--- config.mk ---
export PLATFORM = sky130hd
export DESIGN_NAME = cpa_ctrl
export DESIGN_NICKNAME = d
export VERILOG_FILES = /design/src/sv/cpa_pkg.sv /design/src/sv/cpa_ctrl.sv
export SDC_FILE = /design/constraint.sdc
export NUM_CORES = 1
export LEC_CHECK = 0
export ABC_AREA = 1
export BUFFER_PORTS_ARGS = -buffer_cell sky130_fd_sc_hd__buf_2
export CAP_MARGIN = 20
export CORE_ASPECT_RATIO = 1.75
export CORE_MARGIN = 2
export CORE_UTILIZATION = 35
export CTS_CLUSTER_DIAMETER = 80
export DETAILED_ROUTE_END_ITERATION = 7
export GPL_TIMING_DRIVEN = 0
export PLACE_DENSITY = 0.57
export SETUP_SLACK_MARGIN = 0.1
export SLEW_MARGIN = 20
export SYNTH_ARGS = -nofsm -noshare
export SYNTH_HDL_FRONTEND = slang
export SYNTH_SLANG_ARGS = --single-unit
--- constraint.sdc ---
create_clock -name clk -period 1.51 [get_ports clk]
set_clock_uncertainty 0.05 [all_clocks]
set_input_delay 0.302 -clock clk [delete_from_list [all_inputs] [get_ports clk]]
set_output_delay 0.302 -clock clk [all_outputs]
set_load 0.02 [all_outputs]
--- src/sv/cpa_pkg.sv ---
// ----------------------------------------------------------------------------
// cpa_pkg
// Shared constants, types and helpers for the covariance outer-product
// accumulator: sizes, function codes, controller states and the command and
// status structs between controller and datapath.
// ----------------------------------------------------------------------------
package cpa_pkg;

  localparam int MAX_ATOMS = 64;
  localparam int COORD_W   = 20;
  localparam int DISP_W    = COORD_W + 1;
  localparam int PROD_W    = 2 * DISP_W;
  localparam int ACC_W     = 64;
  localparam int TALLY_W   = 32;
  localparam int CNT_W     = 7;
  localparam int FUNC_W    = 2;
  localparam int SEL_W     = 8;
  localparam int SLOT_W    = $clog2(MAX_ATOMS);
  localparam int AXIS_W    = 2;
  localparam int VEC_LEN   = 3 * MAX_ATOMS;
  localparam int IDX_W     = $clog2(VEC_LEN);
  localparam int ACC_DEPTH = VEC_LEN * VEC_LEN;
  localparam int ACC_AW    = $clog2(ACC_DEPTH);
  localparam int REF_W     = 3 * COORD_W;
  localparam int ROW_W     = 3 * DISP_W;

  localparam logic [CNT_W-1:0]  ATOM_CNT_RESET = CNT_W'(MAX_ATOMS);
  localparam logic [AXIS_W-1:0] AXIS_LAST      = AXIS_W'(2);
  localparam logic [ACC_AW-1:0] ACC_LAST_ADDR  = ACC_AW'(ACC_DEPTH - 1);

  localparam logic signed [ACC_W-1:0] ACC_MAX = {1'b0, {(ACC_W-1){1'b1}}};
  localparam logic signed [ACC_W-1:0] ACC_MIN = {1'b1, {(ACC_W-1){1'b0}}};

  // Function codes of an input item
  localparam logic [FUNC_W-1:0] FUNC_LOAD_REF = FUNC_W'(0);
  localparam logic [FUNC_W-1:0] FUNC_SAMPLE   = FUNC_W'(1);
  localparam logic [FUNC_W-1:0] FUNC_READ     = FUNC_W'(2);

  typedef enum logic [3:0] {
    ST_CLEAR,
    ST_IDLE,
    ST_LOAD_REF,
    ST_SAMPLE_RD,
    ST_SAMPLE_WR,
    ST_FETCH,
    ST_ROW,
    ST_DRAIN,
    ST_READ_RD,
    ST_READ_OUT
  } cpa_state_t;

  typedef struct packed {
    logic              latch;       // capture the input item
    logic              ref_we;      // write reference row
    logic              disp_we;     // write displacement row
    logic [SLOT_W-1:0] disp_ra;     // displacement read row
    logic              load_di;     // capture row element of vector index i
    logic              acc_issue;   // start one multiply-accumulate
    logic [SLOT_W-1:0] ia;
    logic [AXIS_W-1:0] ik;
    logic [SLOT_W-1:0] ja;
    logic [AXIS_W-1:0] jk;
    logic              clear_we;    // clearing pass write
    logic [ACC_AW-1:0] clear_addr;
    logic              out_load;    // capture a result
    logic              frame_done;  // count one frame
  } cpa_cmd_t;

  typedef struct packed {
    logic [SLOT_W-1:0] last_atom;   // effective atom count minus one
    logic              pipe_busy;   // multiply-accumulate stages in flight
  } cpa_stat_t;

  // Vector index of atom a, axis k
  function automatic logic [IDX_W-1:0] lin_idx(input logic [SLOT_W-1:0] atom,
                                               input logic [AXIS_W-1:0] axis);
    return IDX_W'(atom) * IDX_W'(3) + IDX_W'(axis);
  endfunction

  // Flat accumulator address of entry (row, col)
  function automatic logic [ACC_AW-1:0] acc_addr(input logic [IDX_W-1:0] row,
                                                 input logic [IDX_W-1:0] col);
    return ACC_AW'(row) * ACC_AW'(VEC_LEN) + ACC_AW'(col);
  endfunction

endpackage

--- src/sv/cpa_ctrl.sv ---
// ----------------------------------------------------------------------------
// cpa_ctrl
// Controller: clearing pass, item dispatch and the row/column sequencer
// that walks the outer product of one frame.
// ----------------------------------------------------------------------------
module cpa_ctrl (
  input  logic                        clk,
  input  logic                        rst_n,
  input  logic                        start,
  input  logic [cpa_pkg::FUNC_W-1:0]  in_func,
  input  logic                        in_frame_end,
  input  cpa_pkg::cpa_stat_t          stat,
  output cpa_pkg::cpa_cmd_t           cmd,
  output logic                        busy
);
  import cpa_pkg::*;

  cpa_state_t        state_r, state_nxt;
  logic [ACC_AW-1:0] clr_addr_r, clr_addr_nxt;
  logic [SLOT_W-1:0] ia_r, ia_nxt, ja_r, ja_nxt;
  logic [AXIS_W-1:0] ik_r, ik_nxt, jk_r, jk_nxt;
  logic              fend_r, fend_nxt;
  logic              accept;
  logic              j_last, i_last;

  assign busy   = (state_r != ST_IDLE);
  assign accept = start && !busy;
  assign j_last = (ja_r == stat.last_atom) && (jk_r == AXIS_LAST);
  assign i_last = (ia_r == stat.last_atom) && (ik_r == AXIS_LAST);

  always_ff @(posedge clk) begin
    if (!rst_n) begin
      state_r    <= ST_CLEAR;
      clr_addr_r <= '0;
      ia_r       <= '0;
      ik_r       <= '0;
      ja_r       <= '0;
      jk_r       <= '0;
      fend_r     <= 1'b0;
    end else begin
      state_r    <= state_nxt;
      clr_addr_r <= clr_addr_nxt;
      ia_r       <= ia_nxt;
      ik_r       <= ik_nxt;
      ja_r       <= ja_nxt;
      jk_r       <= jk_nxt;
      fend_r     <= fend_nxt;
    end
  end

  always_comb begin
    state_nxt    = state_r;
    clr_addr_nxt = clr_addr_r;
    ia_nxt       = ia_r;
    ik_nxt       = ik_r;
    ja_nxt       = ja_r;
    jk_nxt       = jk_r;
    fend_nxt     = fend_r;
    cmd          = '0;
    cmd.ia       = ia_r;
    cmd.ik       = ik_r;
    cmd.ja       = ja_r;
    cmd.jk       = jk_r;
    cmd.clear_addr = clr_addr_r;
    unique case (state_r)
      ST_CLEAR: begin
        cmd.clear_we = 1'b1;
        clr_addr_nxt = clr_addr_r + 1'b1;
        if (clr_addr_r == ACC_LAST_ADDR) begin
          state_nxt = ST_IDLE;
        end
      end
      ST_IDLE: begin
        if (accept) begin
          cmd.latch = 1'b1;
          fend_nxt  = in_frame_end;
          unique case (in_func)
            FUNC_LOAD_REF: state_nxt = ST_LOAD_REF;
            FUNC_SAMPLE:   state_nxt = ST_SAMPLE_RD;
            FUNC_READ:     state_nxt = ST_READ_RD;
            default:       state_nxt = ST_IDLE;
          endcase
        end
      end
      ST_LOAD_REF: begin
        cmd.ref_we = 1'b1;
        state_nxt  = ST_IDLE;
      end
      ST_SAMPLE_RD: begin
        state_nxt = ST_SAMPLE_WR;
      end
      ST_SAMPLE_WR: begin
        cmd.disp_we = 1'b1;
        ia_nxt = '0;
        ik_nxt = '0;
        ja_nxt = '0;
        jk_nxt = '0;
        state_nxt = fend_r ? ST_FETCH : ST_IDLE;
      end
      ST_FETCH: begin
        cmd.disp_ra = ia_r;
        state_nxt   = ST_ROW;
      end
      ST_ROW: begin
        cmd.disp_ra   = ja_r;
        cmd.acc_issue = 1'b1;
        cmd.load_di   = (ja_r == '0) && (jk_r == '0);
        if (j_last) begin
          ja_nxt = '0;
          jk_nxt = '0;
          if (i_last) begin
            state_nxt = ST_DRAIN;
          end else begin
            state_nxt = ST_FETCH;
            if (ik_r == AXIS_LAST) begin
              ik_nxt = '0;
              ia_nxt = ia_r + 1'b1;
            end else begin
              ik_nxt = ik_r + 1'b1;
            end
          end
        end else if (jk_r == AXIS_LAST) begin
          jk_nxt = '0;
          ja_nxt = ja_r + 1'b1;
        end else begin
          jk_nxt = jk_r + 1'b1;
        end
      end
      ST_DRAIN: begin
        if (!stat.pipe_busy) begin
          cmd.frame_done = 1'b1;
          state_nxt      = ST_IDLE;
        end
      end
      ST_READ_RD: begin
        state_nxt = ST_READ_OUT;
      end
      ST_READ_OUT: begin
        cmd.out_load = 1'b1;
        state_nxt    = ST_IDLE;
      end
      default: begin
        state_nxt = ST_IDLE;
      end
    endcase
  end

endmodule

[Word level (Yosys, flattened, before mapping)]
Cells that the tools add are included.
Cells by class
  add/subtract/negate cells: 5
  equal/unequal tests: 24
  reduce and logical (&&, ||, !) cells: 15
  muxes and demuxes: 32
Operators by type and width (number)
  $pmux W6 S2: 3
  $pmux W4 S8: 1
  $mux W6: 5
  $add A16 B1 Y16 const B: 1
  $eq A16 B16 Y1 const B: 1
  $eq A4 B3 Y1 const B: 4
  $mux W4: 4
  $mux W2: 7
  $add A6 B1 Y6 const B: 2
  $eq A6 B6 Y1: 2
  $ne A2 B2 Y1 const B: 6
  $pmux W4 S3: 1
  $eq A4 B2 Y1 const B: 2
  $eq A4 B4 Y1 const B: 2
  $mux W1: 8
  $pmux W2 S2: 2
  $reduce_and A4 Y1: 2
  $eq A2 B2 Y1 const B: 3
  $logic_not A6 Y1: 1
  $add A2 B1 Y2 const B: 2
  $eq A4 B1 Y1 const B: 1
  $logic_and A1 B1 Y1: 4
  $logic_not A2 Y1: 2
  $logic_not A4 Y1: 1
  other kinds (8): 9
Storage, ports and cells
  register bits: 37
  output and inout port bits: 47

[Longest topological paths before layout]
Gate-level depths: netlist of the first run.
  depth in word-level cells: 5
  gate-level depth with buffers: 11

[Worst setup path before layout of the first run]
No wires, ideal clock.
  kind: flip-flop to output port
  start: reg state_r[2]
  end: out cmd[36] (netlist name)
  buffers on the path: 0
  arrival time: 1.548 ns
  cell stages (with the launch flop): 7
  slack: -0.390 ns
  required time: 1.158 ns
  path through: dfxtp_1 inv_2 nor2_8 nand3_4 inv_4 nand3_1 nor4_1
RTL lines
  from (decl): line cpa_ctrl.sv:18  | cpa_state_t state_r, state_nxt;
  from (signal assigned): line cpa_ctrl.sv:41  | state_r <= state_nxt;
  to (decl): line cpa_ctrl.sv:13  | output cpa_pkg::cpa_cmd_t cmd,

==> qor.yml, run 1 <==
cts:
  clk_path_buf_depth: 2
  clk_pin_slew_ns: 0.05
  cts_made_buffers: 5
  h-tree-depth: 2
  clkSinkCount: 37
  holdBufCountCts: 0
  root_buffer: "clkbuf_16"
  worstSkewPairLatency_ns: 0.29
  cts_tree: "done"
yosys:
  yosysTopAreaCell: "dfxtp_1"
  synth_common_cells: "nand2_1, inv_1, nor2_1, dfxtp_1, nand3_1"
  synth.avg_cell_area_um2: 6.51
  async_reset_ff_share_pct: 0
  synth_cell_types: 40
  yosysSeqAreaShare_pct: 30.7
  synth_edf_count: 0
  synth-main-ff-cell: "dfxtp_1"
  synth_top_cell_area_share_pct: 30.7
  syn_inst: 371
  synth_seq_cells: 37
  synthesis.nets: 388
  synth_area_um2: 2410
  synth_area_leaders: "dfxtp_1, nand2_1, inv_1, nand3_1, nor2_1"
  synth.most_common_cell: "nand2_1"
  ys_warn_count: 0
finish:
  final_cells: 556
  final_util_pct: 59.3
  drive_above_1_share_pct: 50.8
  area_delta_synth_final_pct: 66.0
  fin_nets: 488
  num_antenna_cells: 0
sta:
  worstMarginPinSlew_ns: 0.414
  hold_ws_ns: 0.231
  post-route-period-util_pct: 119
  final.setup.worst_slack_ns: -0.284
  fmax_ghz: 0.557
  final_max_slew_viol_count: 0
  fin_crit_ns: 1.79
  grt_setup_unrepaired: "yes"
  slew_headroom_pct: 72.4
  setup_viol: 38
  hold_viol_final: 0
grt:
  grt_util_all_layers_pct: 21.4
  grt_start_max_net_pins: 12
  grt_pass1_vias: 2664
  antenna_found_initial: 0
  overflow: 0
  grt_pass1_wl_um: 12400
place:
  globalplace.congestion: 0.817
  dp.cells: 514
  hpwl_um: 5580
  portBuffers: 59
  pre_cts_ws_ns: -0.265
detailed_routing:
  firstDrtPassIters: 4
  viasPerCell: 5.13
  antenna_left: 0
  drc: 0
  dr.first_iter.drc_count: 120
  vias: 2855
  routed_wl_um: 8180
  wire_per_inst_um: 14.7
worst_setup_path:
  cp.required_ns: 1.16
  start_kind: "register"
  critPathCaptureType: "primary output"
  path_max_fanout: 3
  worstSetupPathType: "register to primary output"
  reg2reg_slack_ns: -0.18
  crit_arrival_ns: 1.44
die:
  die_h_um: 114
  die-area_um2: 7610
  core.rowCount: 40
  coreArea_um2: 6760
  io-pin-count: 60
  die_w_um: 66.8
  initial_utilization_pct: 35.7
run_status:
  violations: "setup timing"
  outcome: "finished, violations left"
power_and_ir_drop:
  power.clock.fraction_pct: 19.5
  power_frac_seq_pct: 25.7
  p_leak_uw: 0.00173
  p_sw_uw: 2240
  internal-power_uw: 2990
  ir_drop_mv: 0.942
  powerDensity_nw_per_um2: 1300
  switching_share_pct: 42.7
  p_comb_share_pct: 54.8
min_path:
  min_path_type: "input pin to register"
flow_run:
  drv_cap: 0
[critical path: stages, from the launching register on]
cell,delay (ns)
dfxtp_4,0.37
inv_6,0.04
nor2_8,0.10
nand3_4,0.12
inv_8,0.09
nand3_4,0.07
nor4_4,0.20
buf_4,0.17
[flip-flops by register name, summed over array words and instances (netlist names)]
name / cells
ik_r: 2
ja_r: 6
jk_r: 2
fend_r: 1
ia_r: 6
clr_addr_r: 16
state_r: 4
[worst paths after layout]
check,depth (start not counted),to,from
worst max-delay path,7,cmd[36],state_r[2]
worst min-delay path,3,fend_r,in_frame_end
worst max register to register,12,clr_addr_r[13],state_r[2]
worst min register to register,2,fend_r,fend_r
[cells in the final DEF (no fill, tap or decap), drive strengths merged]
| cell type | instances |
|---|---|
| o22ai | 7 |
| nor2 | 50 |
| nand4 | 5 |
| clkinvlp | 2 |
| dfxtp | 37 |
| ha | 4 |
| and3 | 2 |
| clkbuf | 7 |
| a31oi | 1 |
| nand3 | 36 |
| nor4 | 2 |
| a21oi | 25 |
| inv | 53 |
| clkinv | 3 |
| o211a | 1 |
| o2111ai | 1 |
| and2 | 1 |
| nand3b | 1 |
| nor3b | 3 |
| nand2 | 101 |
| xnor2 | 1 |
| nor3 | 15 |
| o21ai | 11 |
| xor2 | 6 |
| buf | 97 |
[what timing repair did]
action,4_1_cts,5_1_grt
gates resized for setup,77,114
pin swaps,12,32
setup buffers,12,23
gates cloned,1,1
hold endpoints to repair,0,0
endpoints found under the setup margin,39,45
[routing by layer]
layer / vias to the layer above / track usage [%] / part of all wire, %
li1: 1402 / - / -
met4: 0 / 8.57 / 2.7
met2: 71 / 41.1 / 57
met5: - / 0 / 0
met1: 1366 / 22.3 / 36
met3: 16 / 3.25 / 3.7
[cells by family after synthesis]
family / after synthesis / share of synthesized area [%]
compound gates: 46 / 10.3
xor+xnor: 7 / 2.54
fa+ha+maj: 4 / 2.07
buf+inv: 62 / 11.2
flops: 37 / 30.7
simple gates: 215 / 43.2
[area by class of cell]
class	instances	area, µm²
buffer	6	76.3
clock buffer	6	129
inverter	56	243
multi-input combinational	273	1980
tap	84	105
timing repair buffer	92	684
clock inverter	2	10.0
fill	640	2750
sequential	37	777
[through the flow]
stage	total power (µW)	area [µm²]	TNS, ns
6_report	5230	4010	-4.28
5_1_grt	5540	4010	-7.36
4_1_cts	4470	3450	-4.91
3_5_place_dp	3090	2900	-2.32
3_3_place_gp	3070	2900	-1.86
2_1_floorplan	2630	2500	-0.322
[power by group through the flow]
stage	Sequential, µW	Combinational, µW	Clock (µW)
after floorplan	1420	1220	0
after global placement	1340	1730	0
after detailed placement	1340	1750	0
after CTS	1330	2100	1040
after global routing	1360	3100	1070
final	1340	2870	1020
Power figures use the tool's default switching activity.
==> inputs of run 2 (changes only) <==
- CORE_MARGIN: 2 -> 4
==> qor.yml, run 2 (synthesized netlist as in run 1, its figures left out) <==
detailed_routing:
  wire_per_inst_um: 15.6
  firstDrtPassIters: 4
  antenna_left: 0
  routed_wl_um: 8820
  drc: 0
  dr.first_iter.drc_count: 143
  viasPerCell: 5.12
  vias: 2900
cts:
  clk_pin_slew_ns: 0.06
  cts_made_buffers: 5
  root_buffer: "clkbuf_16"
  cts_tree: "done"
  worstSkewPairLatency_ns: 0.29
  holdBufCountCts: 0
  clkSinkCount: 37
  clk_path_buf_depth: 2
  h-tree-depth: 2
finish:
  num_antenna_cells: 0
  area_delta_synth_final_pct: 71.9
  drive_above_1_share_pct: 54.8
  top_register: "clr_addr_r"
  fin_nets: 500
  n_fill_cell: 574
  largest_register_ffs: 16
  final_common_cell: "nand2_1"
  seq_area_um2: 803
  reg_top3: "clr_addr_r: 16 flops, ia_r: 6 flops, ja_r: 6 flops"
  final_cell_mix: "nand2_1, buf_2, buf_4, inv_1, nor2_1"
  multiInputGateArea_um2: 1940
worst_setup_path:
  cp.required_ns: 1.16
  critPathCaptureType: "primary output"
  crit_arrival_ns: 1.45
  worstPathCellList: "inv_6 > nor2_8 > buf_4 > nand2_8 > o22ai_4 > buf_6"
  start_kind: "register"
  cp_slowest_stage_delay_ns: 0.37
  crit_path_top_delay_cell: "dfxtp_4"
  crit_buf_inv: 3
  path_max_fanout: 8
  worstSetupPathType: "register to primary output"
  crit_family: "flip-flops"
die:
  coreArea_um2: 6640
  core.rowCount: 39
  die_w_um: 70.8
  initial_utilization_pct: 36.4
  io-pin-count: 60
  die-area_um2: 8340
  die_h_um: 118
sta:
  slew_headroom_pct: 77.8
  hold_viol_final: 0
  final_max_slew_viol_count: 0
  grt_setup_unrepaired: "yes"
  post-route-period-util_pct: 119
  fin_crit_ns: 1.80
  setup_tns_ns: -4.36
  fmax_ghz: 0.555
  final.setup.worst_slack_ns: -0.291
  hold_ws_ns: 0.229
  worstMarginPinSlew_ns: 0.331
  setup_viol: 30
place:
  globalplace.congestion: 0.835
  portBuffers: 59
  hpwl_um: 5590
min_path:
  min_path_type: "input pin to register"
power_and_ir_drop:
  powerDensity_nw_per_um2: 1410
  p_leak_uw: 0.00181
  ir_drop_mv: 1.29
grt:
  grt_pass1_wl_um: 12400
  grt_start_max_net_pins: 13
  grt_util_all_layers_pct: 18.7
  overflow: 0
  grt_pass1_vias: 2709
  antenna_found_initial: 0
flow_run:
  drv_cap: 0
run_status:
  outcome: "finished, violations left"
  violations: "setup timing"
[run 2: worst min-delay path: cells and delay by family]
kind            cells  cell delay, ns
buf+inv             1            0.10
simple gates        1            0.06
compound gates      1            0.06
[run 2: final cells by class]
cell class / count / share of cell area, %
buffer: 6 / 1.72
timing repair buffer: 105 / 18.9
clock buffer: 5 / 3.01
multi-input combinational: 272 / 46.8
sequential: 37 / 19.4
inverter: 56 / 6.15
tap: 82 / 2.47
clock inverter: 3 / 1.57
[run 2: final timing paths]
path	start	endpoint	slack [ns]	depth (start not counted)
max reg2reg	state_r[2]	clr_addr_r[15]	-0.20	11
max	state_r[2]	cmd[37]	-0.29	6
min	in_frame_end	fend_r	0.23	3
min reg2reg	fend_r	fend_r	0.44	2
[run 2: repair_timing]
action | CTS | global route
setup endpoints to repair | 38 | 47
gates cloned | 1 | 0
pin swaps | 14 | 39
gates resized for setup | 80 | 138
buffers inserted | 20 | 28
[run 2: metrics by stage]
stage | power [µW] | area (µm²) | std cells | util [%] | worst slack [ns]
final | 5860 | 4150 | 566 | 62.5 | -0.291
after global routing | 6150 | 4150 | 566 | 62.5 | -0.348
after CTS | 4890 | 3510 | 541 | 52.9 | -0.272
after detailed placement | 3090 | 2900 | 512 | 43.7 | -0.256
after global placement | 3080 | 2900 | 512 | 43.7 | -0.256
after floorplan | 2630 | 2500 | 371 | - | -0.0775
[run 2: per-layer routing]
layer	track usage [%]	vias to the layer above	wire, µm
met5	0	-	0
met4	9.53	0	299
met3	3.33	22	408
met2	35.9	84	5020
met1	18.1	1364	3090
li1	-	1430	-
[run 2: power by group]
group,switching [µW],total (µW),internal [µW]
clock network,428,1370,943
registers,227,1380,1150
logic,1720,3110,1400
==> inputs of run 3 (changes only) <==
- CORE_ASPECT_RATIO: 1.75 -> 2
==> qor.yml, run 3 (synthesized netlist as in run 1, its figures left out) <==
power_and_ir_drop:
  ir_drop_mv: 1.51
  p_leak_uw: 0.00182
  finalPower_uw: 5760
  powerDensity_nw_per_um2: 1380
place:
  dp.cells: 518
  postPlaceCellArea_um2: 2910
  hpwl_um: 5850
  globalplace.congestion: 0.798
  pre_cts_ws_ns: -0.263
  portBuffers: 59
finish:
  drive_above_1_share_pct: 55.1
  stdcell_area_um2: 4170
  final_cell_mix: "nand2_1, buf_2, inv_1, nor2_1, buf_6"
  reg_top3: "clr_addr_r: 16 flops, ia_r: 6 flops, ja_r: 6 flops"
  top_register: "clr_addr_r"
  largest_register_ffs: 16
  final_common_cell: "nand2_1"
  num_antenna_cells: 0
  area_delta_synth_final_pct: 72.7
  final_cells: 567
  fin_nets: 495
detailed_routing:
  met3_length_um: 444
  drc: 0
  firstDrtPassIters: 4
  vias: 2917
  dr.max_layer_used: "met4"
  wire_per_inst_um: 15.8
  routed_wl_um: 8940
  drt-met1-wl_um: 2910
  dr.first_iter.drc_count: 182
  antenna_left: 0
  dr_wl_met2_um: 5110
  viasPerCell: 5.14
sta:
  post-route-period-util_pct: 117
  fin_crit_ns: 1.77
  final_max_slew_viol_count: 0
  setup_tns_ns: -3.62
  final.setup.worst_slack_ns: -0.258
  slew_headroom_pct: 77.8
  worstMarginPinSlew_ns: 0.333
  fmax_ghz: 0.565
  hold_viol_final: 0
  grt_setup_unrepaired: "yes"
  setup_viol: 37
worst_setup_path:
  path_max_fanout: 7
  worstSetupPathType: "register to primary output"
  start_kind: "register"
  critPathCaptureType: "primary output"
  reg2reg_depth: 12
  rr_startpoint: "state_r[1]"
  crit_arrival_ns: 1.42
  r2r-end: "clr_addr_r[15]"
  reg2reg_slack_ns: -0.13
  cp.required_ns: 1.16
run_status:
  outcome: "finished, violations left"
  violations: "setup timing"
die:
  io-pin-count: 60
  coreArea_um2: 6670
  die-area_um2: 8370
  die_h_um: 125
  die_w_um: 66.7
  initial_utilization_pct: 36.2
  core.rowCount: 42
flow_run:
  drv_cap: 0
min_path:
  min_path_cells: 3
  min_path_type: "input pin to register"
  min_from: "in_frame_end"
  hold_end: "fend_r"
grt:
  antenna_found_initial: 0
  overflow: 0
  grt_util_all_layers_pct: 22.0
  grt_pass1_wl_um: 14000
  grt_pass1_vias: 3010
  grt_start_max_net_pins: 12
cts:
  root_buffer: "clkbuf_16"
  worstSkewPairLatency_ns: 0.29
  h-tree-depth: 2
  cts_made_buffers: 5
  clkSinkCount: 37
  holdBufCountCts: 0
  clk_path_buf_depth: 2
  cts_tree: "done"
  clk_pin_slew_ns: 0.06
## run 3: repair_timing
| item | CTS | global route |
|---|---|---|
| pin swaps | 36 | 46 |
| setup endpoints to repair | 38 | 50 |
| cloned | 2 | 0 |
| gates resized for setup | 135 | 84 |
| setup buffers | 32 | 10 |
## run 3: worst max-delay path by stage
stage	from	end	slack, ns
floorplan	state_r[2]	cmd[36]	-0.08
global placement	state_r[2]	cmd[42]	-0.25
detailed placement	state_r[2]	cmd[36]	-0.26
CTS	state_r[2]	cmd[36]	-0.26
global route	ja_r[0]	cmd[36]	-0.32
finish	ja_r[0]	cmd[36]	-0.26
## run 3: stage by stage
step / utilization [%] / hold slack (ns)
2_1_floorplan: - / 0.390
3_3_place_gp: 43.6 / 0.416
3_5_place_dp: 43.6 / 0.426
4_1_cts: 57.6 / 0.226
5_1_grt: 62.5 / 0.242
6_report: 62.5 / 0.235
## run 3: power breakdown
part / internal, µW / switching, µW / leakage (µW)
sequential: 1150 / 199 / 0.000312
clock: 758 / 419 / 0.0000823
combinational: 1480 / 1760 / 0.00142
total: 3390 / 2380 / 0.00182
## run 3: layer usage
metal / vias up / track usage [%]
met3: 36 / 4.04
met2: 103 / 42.0
li1: 1412 / -
met5: - / 0
met4: 0 / 12.3
met1: 1366 / 20.4
## run 3: critical path, cell delays in order, from the launching register on
cell and delay [ns]:
dfxtp_4 0.38, inv_4 0.09, ha_1 0.16, nand3_2 0.09, nor4_4 0.22, buf_4 0.18
## run 3: final cells by class
type / count / area, µm²
Clock buffer: 8 / 168
Inverter: 56 / 246
Multi-Input combinational cell: 273 / 2020
Fill cell: 607 / 2500
Timing Repair Buffer: 99 / 771
Sequential cell: 37 / 785
Tap cell: 88 / 110
Buffer: 6 / 72.6
